==> config.mk <==
export PLATFORM = sky130hd
export DESIGN_NAME = sem_queue
export DESIGN_NICKNAME = d
export VERILOG_FILES = /design/src/rtl/sem_pkg.sv /design/src/rtl/sem_queue.sv
export SDC_FILE = /design/constraint.sdc
export NUM_CORES = 1
export LEC_CHECK = 0
export BUFFER_PORTS_ARGS = -buffer_cell sky130_fd_sc_hd__buf_2
export CAP_MARGIN = 20
export CORE_ASPECT_RATIO = 0.75
export CORE_MARGIN = 1
export CORE_UTILIZATION = 47
export DETAILED_ROUTE_END_ITERATION = 12
export PLACE_DENSITY = 0.76
export SLEW_MARGIN = 20
export SYNTH_ARGS = -nofsm -noshare
export SYNTH_HDL_FRONTEND = slang
export SYNTH_SLANG_ARGS = --single-unit
==> constraint.sdc <==
create_clock -name clock -period 3 [get_ports clock]
set_clock_uncertainty 0.1 [all_clocks]
set_input_delay 0.15 -clock clock [delete_from_list [all_inputs] [get_ports clock]]
set_output_delay 0.15 -clock clock [all_outputs]
set_load 0.005 [all_outputs]
==> src/rtl/sem_pkg.sv <==
// ---------------------------------------------------------------------------
// Sobel edge magnitude - shared package
// Field widths, register codes, reset values and the window record.
// ---------------------------------------------------------------------------
package sem_pkg;

   localparam int PIX_W     = 8;
   localparam int CFG_W     = 12;
   localparam int CSR_IDX_W = 2;
   localparam int MIN_DIM   = 3;

   localparam logic [CSR_IDX_W-1:0] REG_IMAGE_WIDTH  = 2'd0;
   localparam logic [CSR_IDX_W-1:0] REG_IMAGE_HEIGHT = 2'd1;

   localparam logic [CFG_W-1:0] WIDTH_RESET  = 12'd640;
   localparam logic [CFG_W-1:0] HEIGHT_RESET = 12'd480;

   localparam logic [PIX_W-1:0] MAG_MAX = 8'd255;

   // complete 3x3 neighbourhood: columns 0..2 left to right, t/m/b rows
   typedef struct packed {
      logic [PIX_W-1:0] t0;
      logic [PIX_W-1:0] m0;
      logic [PIX_W-1:0] b0;
      logic [PIX_W-1:0] t1;
      logic [PIX_W-1:0] m1;
      logic [PIX_W-1:0] b1;
      logic [PIX_W-1:0] t2;
      logic [PIX_W-1:0] m2;
      logic [PIX_W-1:0] p;
      logic             last;
   } sem_win_type;

endpackage

==> src/rtl/sem_queue.sv <==
// ---------------------------------------------------------------------------
// Sobel edge magnitude - window queue
// Two-entry queue decoupling the front end from the gradient stage.
// ---------------------------------------------------------------------------
module sem_queue import sem_pkg::*; (
   input  logic        clock,
   input  logic        reset,
   input  logic        push_valid,
   input  sem_win_type push_data,
   output logic        full,
   output logic        pop_valid,
   output sem_win_type pop_data,
   input  logic        pop_ready
);

   sem_win_type slot_ff [2];
   logic        wr_ptr_ff;
   logic        rd_ptr_ff;
   logic [1:0]  count_ff, count_in;
   logic        do_push, do_pop;

   assign full      = count_ff == 2'd2;
   assign pop_valid = count_ff != 2'd0;
   assign pop_data  = slot_ff[rd_ptr_ff];
   assign do_push   = push_valid && !full;
   assign do_pop    = pop_valid && pop_ready;

   always_comb begin
      count_in = count_ff;
      if (do_push && !do_pop) begin
         count_in = count_ff + 2'd1;
      end else if (do_pop && !do_push) begin
         count_in = count_ff - 2'd1;
      end
   end

   always_ff @(posedge clock) begin
      if (reset) begin
         wr_ptr_ff <= 1'b0;
         rd_ptr_ff <= 1'b0;
         count_ff  <= 2'd0;
      end else begin
         count_ff <= count_in;
         if (do_push) begin
            wr_ptr_ff <= !wr_ptr_ff;
         end
         if (do_pop) begin
            rd_ptr_ff <= !rd_ptr_ff;
         end
      end
   end

   always_ff @(posedge clock) begin
      if (do_push) begin
         slot_ff[wr_ptr_ff] <= push_data;
      end
   end

endmodule

==> impl_metrics.ini <==
[status]
outcome = completed

[drt]
wl_met2_um = 5420
met3_length_um = 758
wl_met1_um = 4470
drtAntennaViolNets = 0
firstDrtPassIters = 4
routed_wl_um = 10800
wl_per_cell_um = 16.7
vias = 3124
drc = 0
topRoutingLayerUsed = met4
viasPerCell = 4.86
drt_first_iter_violations = 188

[floorplan]
io_pins = 152
fp-row-count = 33
start_util_pct = 49.2
core_mm2 = 0.0111
die_w_um = 127
die_y_um = 95.5
die_area_mm2 = 0.0121

[critical_path]
cp_max_fo = 73
path_cells = mux2_2 > buf_2
cp.required_ps = 2750
crit_type = reg -> out
end_kind = output pin
cp-start-kind = flip-flop
slowest_stage = dfxtp_4
crit_path_max_incr_delay_ps = 990
reg2regPathDepth = 4
arrival_ps = 1990

[clock_tree]
clock_path_buffers = 2
cts_sinks = 151
cts.repair.resized = 0
clk_pin_slew_ps = 60
cts-root-buf = clkbuf_16
htree_levels = 4
clk_latency_ps = 400
cts_buffers = 17
cts_tree = built
postCtsSetupBuffers = 0

[placed_design]
dpl-instance-area_mm2 = 0.00640
finalWeightedCongestion = 0.697
hpwlAfterDp_um = 5750
pre_cts_slack_ps = 1090
dp.cells = 537
io_buffers = 151

[timing]
setup_viol = 0
hold_viol = 0
tightest_slew_ps = 985
final.setup.tns_ps = 0
rsz0062_at_grt = no
setup_ws_ps = 757
report.final.slew_viol_count = 0
fmax_mhz = 446
post-route-period-util_pct = 74.8
fin_crit_ps = 2240
slew_headroom_pct = 34.3
hold_ws_ps = 36.4

[synth]
yosysSeqAreaShare_pct = 81.8
synth_mux_area_share_pct = 15.0
synth_xor_area_share_pct = 0.479
synth_top_cells_by_area = edfxtp_1, mux2_2, dfxtp_1, buf_4, xor2_1
synth_top_family_by_area = multiplexers
synth_cell_types = 15
synth_nets = 330
yosys.area.top_type = edfxtp_1
yosysWarnings = 0
yosys.cell_count.top_type = edfxtp_1
synth_top_area_share_pct = 79.9
synth_ff_type = edfxtp_1
ys_async_sr_fraction_pct = 0
synth_compound_area_share_pct = 0.456
synthAdderAreaFrac_pct = 0.228
synth_edf_count = 146
synth_seq_cells = 151
netlist_instances = 252
synth_area_mm2 = 0.00548
syn_avg_cell_area_um2 = 21.8
yosys.area_share.simple_pct = 0.890
yosys-top-cells-count = edfxtp_1, mux2_2, buf_4

[power_and_ir_drop]
powerDensity_mw_per_mm2 = 796
fin_total_pwr_mw = 6.15
p_int_mw = 4.65
leakage_nw = 2.93
peakVddDrop_mv = 0.537
switchingPower_mw = 1.50
p_comb_share_pct = 19.9
switching_share_pct = 24.4
seqPwrFrac_pct = 46.5
clkPwrFrac_pct = 33.6

[cells_and_area]
drive_gt1_share_pct = 51.3
synthToLayoutAreaGrowth_pct = 40.8
fin_cells = 643
final_area_mm2 = 0.00772
utilization_pct = 69.3
diodes = 0
nets = 568

[hold_path]
holdCritPathClass = in -> reg
holdPathStages = 4

[global_routing]
grt_use_total_pct = 18.5
grt_pass1_vias = 3267
grt_pass1_wl_um = 16500
grt_overflow = 0
grt_start_max_net_pins = 74
antenna_found_initial = 0

[run]
max-cap-violations = 0
[path summary, 6_finish.rpt]
path	startpoint	end	slack, ps
max	flip-flop	pop_data[0]	760
min	push_valid	wr_ptr_ff	40
min reg2reg	wr_ptr_ff	wr_ptr_ff	400
max reg2reg	count_ff[1]	slot_ff[1][68]	1090
[cells in the final DEF, fill, tap and decap left out, types with 3 or more instances in the layout]
cell type | Yosys | routed
xor2_1 | 3 | 3
clkbuf_8 | 0 | 3
edfxtp_1 | 146 | 146
dlygate4sd3_1 | 0 | 74
o21ai_0 | 3 | 3
clkbuf_16 | 0 | 17
nor2_1 | 4 | 4
clkbuf_1 | 0 | 4
dfxtp_1 | 5 | 4
mux2_2 | 73 | 73
buf_2 | 1 | 151
[state kept, by name, indices dropped and copies added (netlist names), named ones only]
register / cells
slot_ff: 146
count_ff: 2
rd_ptr_ff: 1
wr_ptr_ff: 1
[what timing repair did]
item / 4_1_cts / 5_1_grt
setup endpoints to repair: 0 / 0
endpoints found under the hold margin: 151 / 0
hold buffers: 74 / 0
[area by class of cell]
type	instances	area (um2)
clock inverter	8	97.6
tap	140	175
fill	749	3420
inverter	2	7.51
clock buffer	24	482
timing repair buffer	227	1540
sequential	151	4490
multi-input combinational	91	937
[cells by family (layout without fill, tap and decap cells)]
kind of cell               count (synthesis)  count (layout)
xor gates and xnor gates                   3               3
AOI/OAI and AO/OA                          5               5
adders and majority gates                  1               1
DFF                                      151             151
buffers and inverters                     10             261
and+or+nand+nor                            9               9
muxes                                     73              73
[per-layer routing]
metal	track usage, %	up-vias
li1	-	1468
met1	21.5	1532
met2	32.3	113
met3	5.95	11
met4	7.14	0
met5	0	-
[power by group through the flow]
stage / Clock [mW] / Sequential [mW] / Combinational [mW]
floorplan: 0 / 2.76 / 0.784
global route: 2.18 / 2.90 / 1.33
detailed placement: 0 / 2.91 / 1.14
finish: 2.07 / 2.86 / 1.22
CTS: 2.10 / 2.86 / 1.22
global placement: 0 / 2.89 / 1.13
[worst max-delay path: cells and delay by family (launching register included)]
kind | cells | cell delay (ps)
flip-flops | 1 | 990
buffers and inverters | 1 | 140
multiplexers | 1 | 420
No activity file was read; power rests on OpenSTA's default activity.
