[config.mk]
export PLATFORM = sky130hd
export DESIGN_NAME = sem_back
export DESIGN_NICKNAME = d
export VERILOG_FILES = /design/src/rtl/sem_pkg.sv /design/src/rtl/sem_back.sv
export SDC_FILE = /design/constraint.sdc
export NUM_CORES = 1
export LEC_CHECK = 0
export BUFFER_PORTS_ARGS = -buffer_cell sky130_fd_sc_hd__buf_4
export CORE_MARGIN = 4
export CORE_UTILIZATION = 56
export CTS_CLUSTER_SIZE = 14
export DETAILED_ROUTE_END_ITERATION = 16
export PLACE_DENSITY = 0.83
export SYNTH_ARGS = -nofsm -noshare
export SYNTH_HDL_FRONTEND = slang
export SYNTH_SLANG_ARGS = --single-unit
[constraint.sdc]
create_clock -name clock -period 7.78 [get_ports clock]
set_input_delay 0.389 -clock clock [delete_from_list [all_inputs] [get_ports clock]]
set_output_delay 0.389 -clock clock [all_outputs]
set_load 0.02 [all_outputs]
[src/rtl/sem_pkg.sv]
// ---------------------------------------------------------------------------
// Sobel edge magnitude - shared package
// Field widths, register codes, reset values and the window record.
// ---------------------------------------------------------------------------
package sem_pkg;

   localparam int PIX_W     = 8;
   localparam int CFG_W     = 12;
   localparam int CSR_IDX_W = 2;
   localparam int MIN_DIM   = 3;

   localparam logic [CSR_IDX_W-1:0] REG_IMAGE_WIDTH  = 2'd0;
   localparam logic [CSR_IDX_W-1:0] REG_IMAGE_HEIGHT = 2'd1;

   localparam logic [CFG_W-1:0] WIDTH_RESET  = 12'd640;
   localparam logic [CFG_W-1:0] HEIGHT_RESET = 12'd480;

   localparam logic [PIX_W-1:0] MAG_MAX = 8'd255;

   // complete 3x3 neighbourhood: columns 0..2 left to right, t/m/b rows
   typedef struct packed {
      logic [PIX_W-1:0] t0;
      logic [PIX_W-1:0] m0;
      logic [PIX_W-1:0] b0;
      logic [PIX_W-1:0] t1;
      logic [PIX_W-1:0] m1;
      logic [PIX_W-1:0] b1;
      logic [PIX_W-1:0] t2;
      logic [PIX_W-1:0] m2;
      logic [PIX_W-1:0] p;
      logic             last;
   } sem_win_type;

endpackage

[src/rtl/sem_back.sv]
// ---------------------------------------------------------------------------
// Sobel edge magnitude - back end
// Kernel sums, L1 magnitude with saturation, and the result register.
// ---------------------------------------------------------------------------
module sem_back import sem_pkg::*; (
   input  logic             clock,
   input  logic             reset,
   input  logic             win_valid,
   input  sem_win_type      win,
   output logic             win_ready,
   output logic             rsp_valid,
   input  logic             rsp_ready,
   output logic [PIX_W-1:0] rsp_magnitude,
   output logic             rsp_frame_last
);

   logic [PIX_W+1:0]        top_sum, bot_sum, lft_sum, rgt_sum;
   logic signed [PIX_W+2:0] gh, gv, gh_abs, gv_abs;
   logic [PIX_W+2:0]        mag;
   logic [PIX_W-1:0]        mag_in;
   logic                    valid_ff;
   logic [PIX_W-1:0]        mag_ff;
   logic                    last_ff;

   always_comb begin
      top_sum = {2'b00, win.t0} + {1'b0, win.t1, 1'b0} + {2'b00, win.t2};
      bot_sum = {2'b00, win.b0} + {1'b0, win.b1, 1'b0} + {2'b00, win.p};
      lft_sum = {2'b00, win.t0} + {1'b0, win.m0, 1'b0} + {2'b00, win.b0};
      rgt_sum = {2'b00, win.t2} + {1'b0, win.m2, 1'b0} + {2'b00, win.p};
      gh      = $signed({1'b0, top_sum}) - $signed({1'b0, bot_sum});
      gv      = $signed({1'b0, lft_sum}) - $signed({1'b0, rgt_sum});
      gh_abs  = gh[PIX_W+2] ? -gh : gh;
      gv_abs  = gv[PIX_W+2] ? -gv : gv;
      // both below 1024, so the sum fits
      mag     = $unsigned(gh_abs) + $unsigned(gv_abs);
      mag_in  = (mag > {3'b000, MAG_MAX}) ? MAG_MAX : mag[PIX_W-1:0];
   end

   assign win_ready = !valid_ff || rsp_ready;

   always_ff @(posedge clock) begin
      if (reset) begin
         valid_ff <= 1'b0;
      end else if (win_ready) begin
         valid_ff <= win_valid;
      end
   end

   always_ff @(posedge clock) begin
      if (win_ready && win_valid) begin
         mag_ff  <= mag_in;
         last_ff <= win.last;
      end
   end

   assign rsp_valid      = valid_ff;
   assign rsp_magnitude  = mag_ff;
   assign rsp_frame_last = last_ff;

endmodule

==> run metrics <==
Nets 678; Max clock buf depth 2; RSZ-0062 raised after global routing no; Seq cells post-synth 10; Die Width 89.8 um; crit start category primary input; Routed Antenna Nets 0; most instantiated library cell after synthesis inv_1; YS warnings 0; post-CTS setup buffer count 0; Num CTS Buffers 3; dpl hpwl 6660 um; Setup-failing EPs final 0; Cell Area, Synth 0.00375 sq mm; Core Area 0.00642 sq mm; crit path kind in2reg; Max Slew Vio Count 0; CP bufs+invs 4; fin crit period ~6.5 ns; Root Buffer clkbuf_8; WP data required between 7 and 8 ns; layout cell share with drive strength beyond 1 roughly 20%; worst path cell trace buf_4 > inv_1 > fa_1 > inv_1 > fa_1 > fa_1 > inv_1 > ha_1 > a21oi_1 > a21boi_0 > a21oi_1 > nor2_1 > or2_2 > nor2_1 > xor2_1 > ha_1 > nor2b_1 > o31a_1 > o41a_1 > o22a_1 > nor4_1 > a211oi_1 > a21oi_4 > o22ai_2; FMAX about 150 MHz; Worst Path Arrival between 6 and 7 ns; clock latency on the worst-skew pair 0.23 ns; Initial Util 58.4%; largest net degree at the start of global routing 10; CP max stage cell fa_1; worst-path fanout max 9; syn_nets 597; CTS Sinks 10; Worst path top cell family by delay compound AO/OA/AOI/OAI gates; Sum Neg Setup Slack 0 ns; max cap viols 0; status finished clean; clock transition at the registers of the reported paths 0.04 ns; Hold Fails Final Rpt 0; FP Rows 29; syn_area_per_cell around 8.9 sq um; GRT overflow 0; Area contributors post-synth fa_1, inv_1, ha_1, edfxtp_1, xnor2_1; routability cong. ~0.8; die area just over 0.008 sq mm; Ports 88; Min-Delay Path Class in2reg; Worst Max-Slew Pin Slew around 0.68 ns; worst rel slew slack 54.8%; CP peak stage delay 0.54 ns; Async SR Flop Fraction 0%; 1st-pass router iterations 4; Syn Inst Count around 420; CTS H-tree lvls 1; CP Capture Type register; WL per Instance roughly 13 um; Post-CTS Hold Fix Bufs 0; Die Ht between 80 and 90 um; Post-synth EDFFs 9; # diodes 0; clk_skew around 0.0048 ns; DR vias roughly 3000; initial antenna violation count 0; cell taking the most area after synthesis fa_1; first-pass GRT wire length roughly 13000 um; final WL a little over 7000 um; Post-synth top cells inv_1, fa_1, ha_1; Area Overhead vs Synth 18.9%; sequential element share of the synthesized area under 10%; drt initial violations 138; Synth cell types 55; primary flip-flop cell chosen by synthesis mapping edfxtp_1; GRT Overall Usage a little under a fifth; IO buf count 79; post-CTS sizing 0; vias in the first global route around 3200; vias per cell 5.19; CTS tree built; Period Utilization, post-route roughly 83%; area share of the largest cell type after synthesis between 30% and 40%; residual DRC count 0
[logic make-up after synthesis]
| logic type | Yosys count | share of synthesized area, % |
|---|---|---|
| DFF | 10 | 7.74 |
| muxes | 2 | 0.534 |
| and+or+nand+nor | 76 | 11.1 |
| buffers and inverters | 134 | 13.8 |
| xor gates and xnor gates | 26 | 6.07 |
| adders and majority gates | 99 | 45.6 |
| AOI/OAI and AO/OA | 74 | 15.1 |
[worst register-to-register path: cells and delay by family, from the launching register on]
kind	cells	cell delay, ns
flops	1	0.30
simple gates	2	0.52
[placed cells by master (no fill, tap or decap), types with 4 or more instances in the layout]
cell      count
a211oi_1      5
a21o_1        8
a21oi_1      17
a31oi_1       5
buf_4        79
edfxtp_1      9
fa_1         63
ha_1         36
inv_1       131
nand2_1      13
nand2b_1      5
nand3_1       5
nand4_1       4
nor2_1       16
nor3_1       10
o21ai_0       9
o21ai_2       4
xnor2_1      14
xor2_1       12
[stage by stage]
stage | util [%] | instances | hold slack [ns] | area [sq um] | worst slack (ns)
6_report | 69.4 | 578 | 0.321 | 4460 | 1.32
5_1_grt | 69.4 | 578 | 0.328 | 4460 | 0.851
4_1_cts | 69.4 | 578 | 0.318 | 4460 | 1.31
3_5_place_dp | 68.7 | 574 | 0.529 | 4410 | 1.12
3_3_place_gp | 68.7 | 574 | 0.494 | 4410 | 1.26
2_1_floorplan | - | 421 | 0.458 | 3750 | 1.62
[registers in the layout (all words and copies together) (netlist names)]
name / flops
rsp_magnitude: 8
rsp_frame_last: 1
rsp_valid: 1
[area by class of cell]
cell class              count  area (sq um)
multi-input cells         277          2940
fillers                   520          1960
repair buffers             79           593
inverters                 131           492
flip-flops and latches     10           290
well taps                  77          96.3
clock buffers               4          45.0
[routing by layer]
| metal | GRT usage [%] | wire length, um | vias to the layer above |
|---|---|---|---|
| li1 | - | - | 1504 |
| met1 | 24.2 | 3030 | 1421 |
| met2 | 36.2 | 3890 | 70 |
| met3 | 1.92 | 271 | 4 |
| met4 | 2.17 | 51 | 0 |
| met5 | 0 | 0 | - |
[path summary, 6_finish.rpt]
path,startpoint,end,slack (ns),cells after the start
setup / recovery,win[8],rsp_magnitude[3],1.32,24
hold / removal,reset,rsp_valid,0.32,2
setup reg to reg,rsp_valid,rsp_magnitude[0],6.61,2
hold reg to reg,rsp_valid,rsp_valid,0.55,2
Power is not shown: default switching activity piles up to over one toggle a cycle in this logic, so the estimate is an artifact.
